### config.mk
export PLATFORM = sky130hd
export DESIGN_NAME = mime_content_type_parser
export DESIGN_NICKNAME = d
export VERILOG_FILES = /design/src/rtl/mct_pkg.sv /design/src/rtl/mct_core.sv /design/src/rtl/mime_content_type_parser.sv
export SDC_FILE = /design/constraint.sdc
export NUM_CORES = 1
export LEC_CHECK = 0
export ABC_CLOCK_PERIOD_IN_PS = 7100
export BUFFER_PORTS_ARGS = -buffer_cell sky130_fd_sc_hd__buf_2
export CORE_MARGIN = 2
export CORE_UTILIZATION = 50
export DETAILED_ROUTE_END_ITERATION = 6
export GPL_ROUTABILITY_DRIVEN = 0
export HOLD_SLACK_MARGIN = 0.02
export PLACE_DENSITY = 0.7
export RECOVER_POWER = 25
export SYNTH_ARGS = -nofsm -noshare
export SYNTH_HDL_FRONTEND = slang
export SYNTH_SLANG_ARGS = --single-unit
### constraint.sdc
create_clock -name clk -period 7.1 [get_ports clk]
set_clock_uncertainty 0.05 [all_clocks]
set_input_delay 1.42 -clock clk [delete_from_list [all_inputs] [get_ports clk]]
set_output_delay 1.42 -clock clk [all_outputs]
set_load 0.02 [all_outputs]
### src/rtl/mct_pkg.sv
// shared codes, types and byte classes for the media-type header parser
// no dependencies
`timescale 1ns / 1ps

package mct_pkg;

  typedef logic [7:0] byte_t;
  typedef logic [3:0] phase_t;
  typedef logic [2:0] role_t;
  typedef logic [1:0] status_t;

  // parser phases
  localparam phase_t PH_TYPE     = 4'd0;
  localparam phase_t PH_TYPE_TWS = 4'd1;
  localparam phase_t PH_SUB      = 4'd2;
  localparam phase_t PH_SUB_TWS  = 4'd3;
  localparam phase_t PH_KEY      = 4'd4;
  localparam phase_t PH_KEY_TWS  = 4'd5;
  localparam phase_t PH_VAL      = 4'd6;
  localparam phase_t PH_VAL_Q    = 4'd7;
  localparam phase_t PH_VAL_ESC  = 4'd8;
  localparam phase_t PH_VAL_TWS  = 4'd9;
  localparam phase_t PH_ERR      = 4'd10;

  // fold tracking
  localparam logic [1:0] FOLD_NONE = 2'd0;
  localparam logic [1:0] FOLD_CR   = 2'd1;
  localparam logic [1:0] FOLD_CRLF = 2'd2;

  // role and closed codes
  localparam role_t ROLE_SKIP = 3'd0;
  localparam role_t ROLE_TYPE = 3'd1;
  localparam role_t ROLE_SUB  = 3'd2;
  localparam role_t ROLE_KEY  = 3'd3;
  localparam role_t ROLE_VAL  = 3'd4;

  // status codes
  localparam status_t ST_RUN = 2'd0;
  localparam status_t ST_ACC = 2'd1;
  localparam status_t ST_ERR = 2'd2;

  // characters
  localparam byte_t CH_NUL    = 8'h00;
  localparam byte_t CH_TAB    = 8'h09;
  localparam byte_t CH_LF     = 8'h0a;
  localparam byte_t CH_CR     = 8'h0d;
  localparam byte_t CH_SP     = 8'h20;
  localparam byte_t CH_DEL    = 8'h7f;
  localparam byte_t CH_QUOTE  = "\"";
  localparam byte_t CH_BSLASH = "\\";
  localparam byte_t CH_STAR   = "*";
  localparam byte_t CH_SLASH  = "/";
  localparam byte_t CH_SEMI   = ";";
  localparam byte_t CH_EQ     = "=";
  localparam byte_t CH_UP_A   = "A";
  localparam byte_t CH_UP_Z   = "Z";
  localparam byte_t CASE_OFS  = 8'd32;

  typedef struct packed {
    byte_t   out_byte;
    role_t   role;
    role_t   closed;
    status_t status;
  } mct_res_t;

  function automatic logic is_token(byte_t c);
    logic special;
    special = c inside {"(", ")", "<", ">", "@", ",", ";", ":", "\\", "\"",
                        "/", "[", "]", "?", "="};
    return (c > CH_SP) && (c < CH_DEL) && !special;
  endfunction

  function automatic logic is_blank(byte_t c);
    return (c == CH_SP) || (c == CH_TAB);
  endfunction

  function automatic logic is_ctl(byte_t c);
    return ((c < CH_SP) && (c != CH_TAB)) || (c == CH_DEL);
  endfunction

  function automatic byte_t to_lower(byte_t c);
    return ((c >= CH_UP_A) && (c <= CH_UP_Z)) ? c + CASE_OFS : c;
  endfunction

endpackage

### src/rtl/mct_core.sv
// parser state and per-byte decision logic
// depends on mct_pkg
`timescale 1ns / 1ps

module mct_core (
  input  logic                clk,
  input  logic                rst_n,
  input  mct_pkg::byte_t      ch,
  input  logic                step,
  output mct_pkg::mct_res_t   res
);

  mct_pkg::phase_t phase_r, phase_nxt;
  logic [1:0]      fold_r, fold_nxt;
  logic            nonempty_r, nonempty_nxt;

  always_ff @(posedge clk) begin
    if (!rst_n) begin
      phase_r    <= mct_pkg::PH_TYPE;
      fold_r     <= mct_pkg::FOLD_NONE;
      nonempty_r <= 1'b0;
    end else if (step) begin
      phase_r    <= phase_nxt;
      fold_r     <= fold_nxt;
      nonempty_r <= nonempty_nxt;
    end
  end

  always_comb begin
    logic            ok;
    logic            done;
    logic            ws;
    logic            acc;
    mct_pkg::role_t  r;
    mct_pkg::role_t  role;
    mct_pkg::role_t  closed;
    mct_pkg::status_t status;
    mct_pkg::byte_t  b;

    ok           = 1'b1;
    done         = 1'b0;
    acc          = 1'b0;
    ws           = mct_pkg::is_blank(ch) || (ch == mct_pkg::CH_CR);
    role         = mct_pkg::ROLE_SKIP;
    closed       = mct_pkg::ROLE_SKIP;
    status       = mct_pkg::ST_RUN;
    b            = ch;
    phase_nxt    = phase_r;
    fold_nxt     = fold_r;
    nonempty_nxt = nonempty_r;
    r = (phase_r == mct_pkg::PH_TYPE) ? mct_pkg::ROLE_TYPE :
        (phase_r == mct_pkg::PH_SUB)  ? mct_pkg::ROLE_SUB  : mct_pkg::ROLE_KEY;

    if (ch == mct_pkg::CH_NUL) begin
      // terminator: verdict, then back to reset state
      if (phase_r != mct_pkg::PH_ERR && fold_r == mct_pkg::FOLD_NONE) begin
        if (phase_r == mct_pkg::PH_SUB && nonempty_r) begin
          acc = 1'b1;
          closed = mct_pkg::ROLE_SUB;
        end else if (phase_r == mct_pkg::PH_VAL && nonempty_r) begin
          acc = 1'b1;
          closed = mct_pkg::ROLE_VAL;
        end else if (phase_r == mct_pkg::PH_SUB_TWS || phase_r == mct_pkg::PH_VAL_TWS ||
                     (phase_r == mct_pkg::PH_KEY && !nonempty_r)) begin
          acc = 1'b1;
        end
      end
      if (!acc) closed = mct_pkg::ROLE_SKIP;
      status       = acc ? mct_pkg::ST_ACC : mct_pkg::ST_ERR;
      phase_nxt    = mct_pkg::PH_TYPE;
      fold_nxt     = mct_pkg::FOLD_NONE;
      nonempty_nxt = 1'b0;
    end else if (phase_r == mct_pkg::PH_ERR) begin
      status = mct_pkg::ST_ERR;
    end else begin
      if (fold_r == mct_pkg::FOLD_CR) begin
        if (ch == mct_pkg::CH_LF) begin
          fold_nxt = mct_pkg::FOLD_CRLF;
          done = 1'b1;
        end else ok = 1'b0;
      end else if (fold_r == mct_pkg::FOLD_CRLF) begin
        if (mct_pkg::is_blank(ch)) begin
          fold_nxt = mct_pkg::FOLD_NONE;
          done = 1'b1;
        end else ok = 1'b0;
      end

      if (ok && !done) begin
        case (phase_r)
          mct_pkg::PH_TYPE, mct_pkg::PH_SUB, mct_pkg::PH_KEY: begin
            if (!nonempty_r) begin
              if (ws) begin
              end else if (phase_r == mct_pkg::PH_KEY && ch == mct_pkg::CH_STAR) begin
                ok = 1'b0;
              end else if (mct_pkg::is_token(ch)) begin
                nonempty_nxt = 1'b1;
                role = r;
                b = mct_pkg::to_lower(ch);
              end else ok = 1'b0;
            end else if (phase_r == mct_pkg::PH_KEY && ch == mct_pkg::CH_STAR) begin
              ok = 1'b0;
            end else if (mct_pkg::is_token(ch)) begin
              role = r;
              b = mct_pkg::to_lower(ch);
            end else if (ws) begin
              closed = r;
              phase_nxt = phase_r + 4'd1;
              nonempty_nxt = 1'b0;
            end else if (phase_r == mct_pkg::PH_TYPE && ch == mct_pkg::CH_SLASH) begin
              closed = mct_pkg::ROLE_TYPE;
              phase_nxt = mct_pkg::PH_SUB;
              nonempty_nxt = 1'b0;
            end else if (phase_r == mct_pkg::PH_SUB && ch == mct_pkg::CH_SEMI) begin
              closed = mct_pkg::ROLE_SUB;
              phase_nxt = mct_pkg::PH_KEY;
              nonempty_nxt = 1'b0;
            end else if (phase_r == mct_pkg::PH_KEY && ch == mct_pkg::CH_EQ) begin
              closed = mct_pkg::ROLE_KEY;
              phase_nxt = mct_pkg::PH_VAL;
              nonempty_nxt = 1'b0;
            end else ok = 1'b0;
          end
          mct_pkg::PH_TYPE_TWS: begin
            if (ws) begin
            end else if (ch == mct_pkg::CH_SLASH) begin
              phase_nxt = mct_pkg::PH_SUB;
              nonempty_nxt = 1'b0;
            end else ok = 1'b0;
          end
          mct_pkg::PH_SUB_TWS, mct_pkg::PH_VAL_TWS: begin
            if (ws) begin
            end else if (ch == mct_pkg::CH_SEMI) begin
              phase_nxt = mct_pkg::PH_KEY;
              nonempty_nxt = 1'b0;
            end else ok = 1'b0;
          end
          mct_pkg::PH_KEY_TWS: begin
            if (ws) begin
            end else if (ch == mct_pkg::CH_EQ) begin
              phase_nxt = mct_pkg::PH_VAL;
              nonempty_nxt = 1'b0;
            end else ok = 1'b0;
          end
          mct_pkg::PH_VAL: begin
            if (!nonempty_r) begin
              if (ws) begin
              end else if (ch == mct_pkg::CH_QUOTE) begin
                phase_nxt = mct_pkg::PH_VAL_Q;
                nonempty_nxt = 1'b0;
              end else if (mct_pkg::is_token(ch)) begin
                nonempty_nxt = 1'b1;
                role = mct_pkg::ROLE_VAL;
              end else ok = 1'b0;
            end else if (mct_pkg::is_token(ch)) begin
              role = mct_pkg::ROLE_VAL;
            end else if (ws) begin
              closed = mct_pkg::ROLE_VAL;
              phase_nxt = mct_pkg::PH_VAL_TWS;
              nonempty_nxt = 1'b0;
            end else if (ch == mct_pkg::CH_SEMI) begin
              closed = mct_pkg::ROLE_VAL;
              phase_nxt = mct_pkg::PH_KEY;
              nonempty_nxt = 1'b0;
            end else ok = 1'b0;
          end
          mct_pkg::PH_VAL_Q: begin
            if (ch == mct_pkg::CH_QUOTE) begin
              closed = mct_pkg::ROLE_VAL;
              phase_nxt = mct_pkg::PH_VAL_TWS;
              nonempty_nxt = 1'b0;
            end else if (ch == mct_pkg::CH_BSLASH) begin
              phase_nxt = mct_pkg::PH_VAL_ESC;
            end else if (mct_pkg::is_ctl(ch)) begin
              ok = 1'b0;
            end else role = mct_pkg::ROLE_VAL;
          end
          mct_pkg::PH_VAL_ESC: begin
            if (mct_pkg::is_ctl(ch)) ok = 1'b0;
            else begin
              role = mct_pkg::ROLE_VAL;
              phase_nxt = mct_pkg::PH_VAL_Q;
            end
          end
          default: ok = 1'b0;
        endcase
        if (ok && ch == mct_pkg::CH_CR) fold_nxt = mct_pkg::FOLD_CR;
      end

      if (!ok) begin
        phase_nxt    = mct_pkg::PH_ERR;
        fold_nxt     = mct_pkg::FOLD_NONE;
        nonempty_nxt = 1'b0;
        status       = mct_pkg::ST_ERR;
        role         = mct_pkg::ROLE_SKIP;
        closed       = mct_pkg::ROLE_SKIP;
      end
    end

    res.out_byte = (role != mct_pkg::ROLE_SKIP) ? b : mct_pkg::CH_NUL;
    res.role     = role;
    res.closed   = closed;
    res.status   = status;
  end

endmodule

### src/rtl/mime_content_type_parser.sv
// Media-type header parser, one header byte per beat, one result beat per
// input beat. The byte is registered, decoded against the parser state and
// the result registered. Sustained rate is one byte per cycle while the
// output is not stalled, set by the state update in mct_core; an input
// register lets one byte wait while a result is stalled. A zero byte ends
// the header, carries the verdict and returns the parser to its reset state.
// top level of the parser; depends on mct_pkg and mct_core
`timescale 1ns / 1ps

module mime_content_type_parser (
  input  logic                 clk,
  input  logic                 rst_n,
  input  logic                 in_valid,
  output logic                 in_stall,
  input  mct_pkg::byte_t       in_ch,
  output logic                 out_valid,
  input  logic                 out_stall,
  output mct_pkg::byte_t       out_byte,
  output mct_pkg::role_t       out_role,
  output mct_pkg::role_t       out_closed,
  output mct_pkg::status_t     out_status
);

  mct_pkg::byte_t    ch_r;
  logic              ch_vld_r, ch_vld_nxt;
  logic              out_vld_r, out_vld_nxt;
  mct_pkg::mct_res_t res_r;
  mct_pkg::mct_res_t res_nxt;
  logic              advance;
  logic              in_take;

  assign advance  = ch_vld_r && (!out_vld_r || !out_stall);
  assign in_stall = ch_vld_r && !advance;
  assign in_take  = in_valid && !in_stall;

  always_comb begin
    ch_vld_nxt  = in_take ? 1'b1 : (advance ? 1'b0 : ch_vld_r);
    out_vld_nxt = advance ? 1'b1 : (out_vld_r && out_stall);
  end

  mct_core u_core (
    .clk   (clk),
    .rst_n (rst_n),
    .ch    (ch_r),
    .step  (advance),
    .res   (res_nxt)
  );

  always_ff @(posedge clk) begin
    if (!rst_n) begin
      ch_vld_r  <= 1'b0;
      out_vld_r <= 1'b0;
    end else begin
      ch_vld_r  <= ch_vld_nxt;
      out_vld_r <= out_vld_nxt;
    end
  end

  always_ff @(posedge clk) begin
    if (in_take) ch_r <= in_ch;
    if (advance) res_r <= res_nxt;
  end

  assign out_valid  = out_vld_r;
  assign out_byte   = res_r.out_byte;
  assign out_role   = res_r.role;
  assign out_closed = res_r.closed;
  assign out_status = res_r.status;

endmodule

## Word-level counts from Yosys, hierarchy flattened

Cells that the tools add are included.

| word-level totals | value |
|---|---|
| input port bits | 12 |
| output and inout port bits | 18 |
| register bits after elaboration | 33 |

| cells by class | value |
|---|---|
| reduce and logical (&&, ||, !) cells | 42 |
| equality and inequality tests | 55 |
| add/sub/neg operators | 2 |
| mux-type cells | 163 |
| order comparisons | 5 |

Operators by type and width:

| cell | number |
|---|---|
| 2-to-1 mux 3 bit | 35 |
| equality test 8 x 6 -> 1 bit (second input constant) | 13 |
| 2-to-1 mux 4 bit | 25 |
| 2-to-1 mux 1 bit | 75 |
| 2-to-1 mux 8 bit | 9 |
| equality test 8 x 7 -> 1 bit (second input constant) | 5 |
| 2-to-1 mux 2 bit | 14 |
| case mux 4 bit (7 select lines) | 1 |
| equality test 8 x 4 -> 1 bit (second input constant) | 3 |
| != test 4 x 2 -> 1 bit (second input constant) | 5 |
| logical AND 1 bit | 18 |
| AND reduction 18 bit | 1 |
| equality test 4 x 3 -> 1 bit (second input constant) | 4 |
| != test 4 bit (second input constant) | 4 |
| nonzero test 15 bit | 1 |
| equality test 4 bit (second input constant) | 3 |
| != test 4 x 3 -> 1 bit (second input constant) | 3 |
| case mux 3 bit (4 select lines) | 1 |
| AND reduction 11 bit | 1 |
| != test 9 x 7 -> 1 bit (second input constant) | 1 |
| case mux 3 bit (3 select lines) | 1 |
| adder 8 x 6 -> 8 bit (second input constant) | 1 |
| equality test 4 x 2 -> 1 bit (second input constant) | 2 |
| >= comparator 8 x 7 -> 1 bit (second input constant) | 1 |
| 29 further kinds | 40 |

## Longest topological paths before layout

| depth | value |
|---|---|
| depth after elaboration | 25 |
| gate-level depth with buffers | 13 |
| mapped depth without buffers | 10 |

## By module

A second synthesis with hierarchy kept.

| second synthesis, totals | value |
|---|---|
| cell total of the unflattened synthesis | 302 |
| area, all modules | 2663.8 µm² |

By module, submodules not included:

| module | area each (µm²) | instances | sequential area each (µm²) | cells each |
|---|---|---|---|---|
| mct_core | 1859.3 | 1 | 140.1 | 270 |
| mime_content_type_parser | 804.5 | 1 | 760.7 | 32 |

## Worst setup path after synthesis

OpenSTA, ideal clock, no wires.

| path | value |
|---|---|
| kind | input to output |
| start point | input port out_stall |
| end point | output port in_stall |
| buffers on the path | 0 |
| slack | 3930 ps |
| data arrival time | 1700 ps |
| stages | 1 |
| cells stage by stage | and3_1 |

| between the ends | value |
|---|---|
| longest elaborated chain between the ends | 5 |

Ends and longest elaborated chain:

| what | RTL line | source |
|---|---|---|
| from (decl) | mime_content_type_parser.sv:17 | `input logic out_stall,` |
| logical NOT 1 bit | mime_content_type_parser.sv:32 | `assign advance = ch_vld_r && (!out_vld_r \|\| !out_stall);` |
| logical OR 1 bit | mime_content_type_parser.sv:32 |  |
| logical AND 1 bit | mime_content_type_parser.sv:32 |  |
| logical NOT 1 bit | mime_content_type_parser.sv:33 | `assign in_stall = ch_vld_r && !advance;` |
| logical AND 1 bit | mime_content_type_parser.sv:33 |  |
| to (decl) | mime_content_type_parser.sv:14 | `output logic in_stall,` |

Every way passes these cells.

## Final worst setup path

| path | value |
|---|---|
| start point | register ch_r[4] |
| end point | register u_core.phase_r[2] |

| between the ends | value |
|---|---|
| longest elaborated chain between the ends | 24 |
| elaborated cells on any way between the ends | 115 |

Ends and longest elaborated chain:

| what | RTL line | source |
|---|---|---|
| from (decl) | mime_content_type_parser.sv:24 | `mct_pkg::byte_t ch_r;` |
| from (signal assigned) | mime_content_type_parser.sv:60 | `if (in_take) ch_r <= in_ch;` |
| branches (longest 24 deep; another with equality test 8 x 6 -> 1 bit) | -- |  |
| to (signal assigned) | mct_core.sv:19 | `phase_r <= mct_pkg::PH_TYPE;` |
| to (signal assigned) | mct_core.sv:23 | `phase_r <= phase_nxt;` |
| to (decl) | mct_core.sv:13 | `mct_pkg::phase_t phase_r, phase_nxt;` |

Several ways; the timed one is not identified. The select of a mux whose other input is x is not followed.
A chain may end at the register's enable or synchronous reset.

==> results.json <==
{
  "critical_path_class": "reg -> reg",
  "post_cts_resized": 0,
  "syn-cell-area_um2": 2640,
  "end_kind": "flip-flop",
  "grt_max_degree": 25,
  "syn-num-nets": 329,
  "relSlewSlack_pct": 36.5,
  "swShare_pct": 29.6,
  "cts_max_level": 2,
  "seq_area_frac_synth_pct": 34.1,
  "crit_fanout": 14,
  "cts_hold_buf": 0,
  "p_clk_share_pct": 31.8,
  "num_vias": 2544,
  "crit_chain": "or4_4 -> o32ai_4 -> o31ai_1 -> o2111ai_1 -> nand2b_1 -> a2bb2oi_1 -> nor3b_1 -> a22o_1",
  "chipHeight_um": 76.7,
  "drt_drc_violations_left": 0,
  "grt_pass1_vias": 2303,
  "n_fill_cell": 501,
  "fp-row-count": 26,
  "seq_power_share_pct": 47.9,
  "p_per_area_nw_per_um2": 171,
  "status": "finished, final reports clean",
  "routed_wl_um": 6690,
  "clk_pin_slew_ns": 0.06,
  "slew_viol_final": 0,
  "core_um2": 5110,
  "r2r_slack_ns": 3.45,
  "cpMaxStageDelayCell": "a2bb2oi_1",
  "irDropWorstVdd_mv": 0.0878,
  "finalHoldViolCount": 0,
  "ys_warn_count": 0,
  "post_route_cells_drive_above_1_share_pct": 11.7,
  "synthTopCellsByArea": "edfxtp_1 (27%), dfxtp_1 (6.8%), nor2_1 (5.5%)",
  "rsz0062_at_grt": "no",
  "antenna_cells": 0,
  "net-switching-power_mw": 0.144,
  "numCtsBuffers": 5,
  "p_comb_share_pct": 20.3,
  "arrival_ns": 3.84,
  "die_x_um": 76.7,
  "p_leak_nw": 1.01,
  "viasPerCell": 6.46,
  "drt_iter0_drc": 326,
  "synth_edf_count": 24,
  "synthCells": 307,
  "p_int_mw": 0.344,
  "synth-main-ff-cell": "edfxtp_1",
  "cts_buffer_depth": 2,
  "cts_root_buf": "clkbuf_8",
  "synth_top_area_cell": "edfxtp_1",
  "avgRoutedWirePerCell_um": 17.0,
  "max_freq_ghz": 0.274,
  "hold_path_class": "reg -> reg",
  "clk_latency_ns": 0.29,
  "overflow": 0,
  "async_flop_share_pct": 0,
  "cts_tree": "built",
  "placed_cell_area_um2": 2770,
  "ys_types": 62,
  "hold_ws_ns": 0.472,
  "period_needed_ns": 3.65,
  "synth_top_area_share_pct": 27.3,
  "mostFrequentLayoutCells": "nor2_1 (39), edfxtp_1 (24), a21oi_1 (23)",
  "start_util_pct": 51.7,
  "syn2layout_area_growth_pct": 8.24,
  "grt_pass1_wl_um": 11100,
  "required_ns": 7.29,
  "ios": 30,
  "layout.nets": 345,
  "setup_violations": 0,
  "cts_sinks": 33,
  "post_cts_buffers": 0,
  "grt_usage_pct": 23.3,
  "worst_setup_path_start_kind": "flip-flop",
  "period_share_pct": 51.5,
  "design_area_um2": 2860,
  "syn_area_per_cell_um2": 8.61,
  "hpwl_um": 4890,
  "io_buffers": 29,
  "ant_nets": 0,
  "dr.pass1.iters": 7,
  "fin_setup_tns_ns": 0,
  "antenna_found_initial": 0,
  "tightest_slew_ns": 0.948,
  "max-cap-violations": 0,
  "final_common_cell": "nor2_1",
  "dieArea_um2": 5880,
  "critical-path-max-stage-delay_ns": 0.76,
  "synth-seq-cells": 33
}
## path summary, 6_finish.rpt
path,startpoint,to,cells past startpoint
hold reg to reg,ch_vld_r,out_valid,2
hold / removal,ch_vld_r,out_valid,2
setup reg to reg,ch_r[4],u_core.phase_r[2],8
setup / recovery,ch_r[4],u_core.phase_r[2],8
## layout make-up
type                       instances  area (um2)  area share, %
tap                               70        87.6           3.06
clock buffer                       7        96.3           3.37
clock inverter                     1        5.00          0.175
inverter                          15        56.3           1.97
timing repair buffer              29         134           4.68
multi-input combinational        239        1580           55.2
sequential                        33         901           31.5
## metal layers
layer | wire length [um] | track usage (%) | vias to the layer above
li1 | - | - | 1198
met1 | 2910 | 31.0 | 1170
met2 | 2980 | 36.2 | 153
met5 | 0 | 0 | -
met3 | 621 | 5.88 | 23
met4 | 179 | 9.27 | 0
## logic make-up after synthesis
logic type               Yosys count  share of synthesized area, %
AO/OA/AOI/OAI                     91                          25.0
XOR/XNOR                           3                         0.994
adder cells (fa/ha/maj)           10                          4.73
buffers and inverters             35                          6.11
flip-flops                        33                          34.1
AND/OR/NAND/NOR                  135                          29.1
## synthesized netlist by cell type (4+ instances only)
library cell and count:
ha_1 10, nand3b_1 5, nor4_1 4, nand2b_1 11, nand2_1 19, a21oi_1 23, nand4b_1 6, edfxtp_1 24
a211oi_1 4, dfxtp_1 9, nor3_1 10, inv_1 15, nor2_1 39, nor2b_1 7, clkbuf_1 10, o21ai_0 18
nand3_1 8, buf_2 6, and3_1 4
## state kept, by name, summed over array words and instances (netlist names)
| signal | flops |
|---|---|
| out_valid | 1 |
| out_closed | 3 |
| ch_r | 8 |
| u_core.fold_r | 2 |
| out_role | 3 |
| out_status | 2 |
| u_core.nonempty_r | 1 |
| u_core.phase_r | 4 |
| out_byte | 8 |
| ch_vld_r | 1 |
## power by group through the flow
stage	clock (mW)	sequential (mW)	combinational [mW]
4_1_cts	0.159	0.233	0.0974
2_1_floorplan	0	0.234	0.0765
3_3_place_gp	0	0.237	0.0971
6_report	0.155	0.234	0.0989
5_1_grt	0.167	0.236	0.109
3_5_place_dp	0	0.237	0.0969
## through the flow
step	worst slack [ns]	power, mW	util [%]	cells
floorplan	3.93	0.311	-	307
global placement	3.70	0.334	54.2	386
detailed placement	3.59	0.334	54.2	386
CTS	3.58	0.489	56.2	394
global route	3.26	0.511	56.0	394
finish	3.45	0.488	56.0	394
## critical path: cells and delay by family, from the launching register on
| family | cells | cell delay, ns |
|---|---|---|
| AO/OA/AOI/OAI | 5 | 1.82 |
| AND/OR/NAND/NOR | 3 | 1.17 |
| flip-flops | 1 | 0.56 |
(Power assumes the default switching activity.)
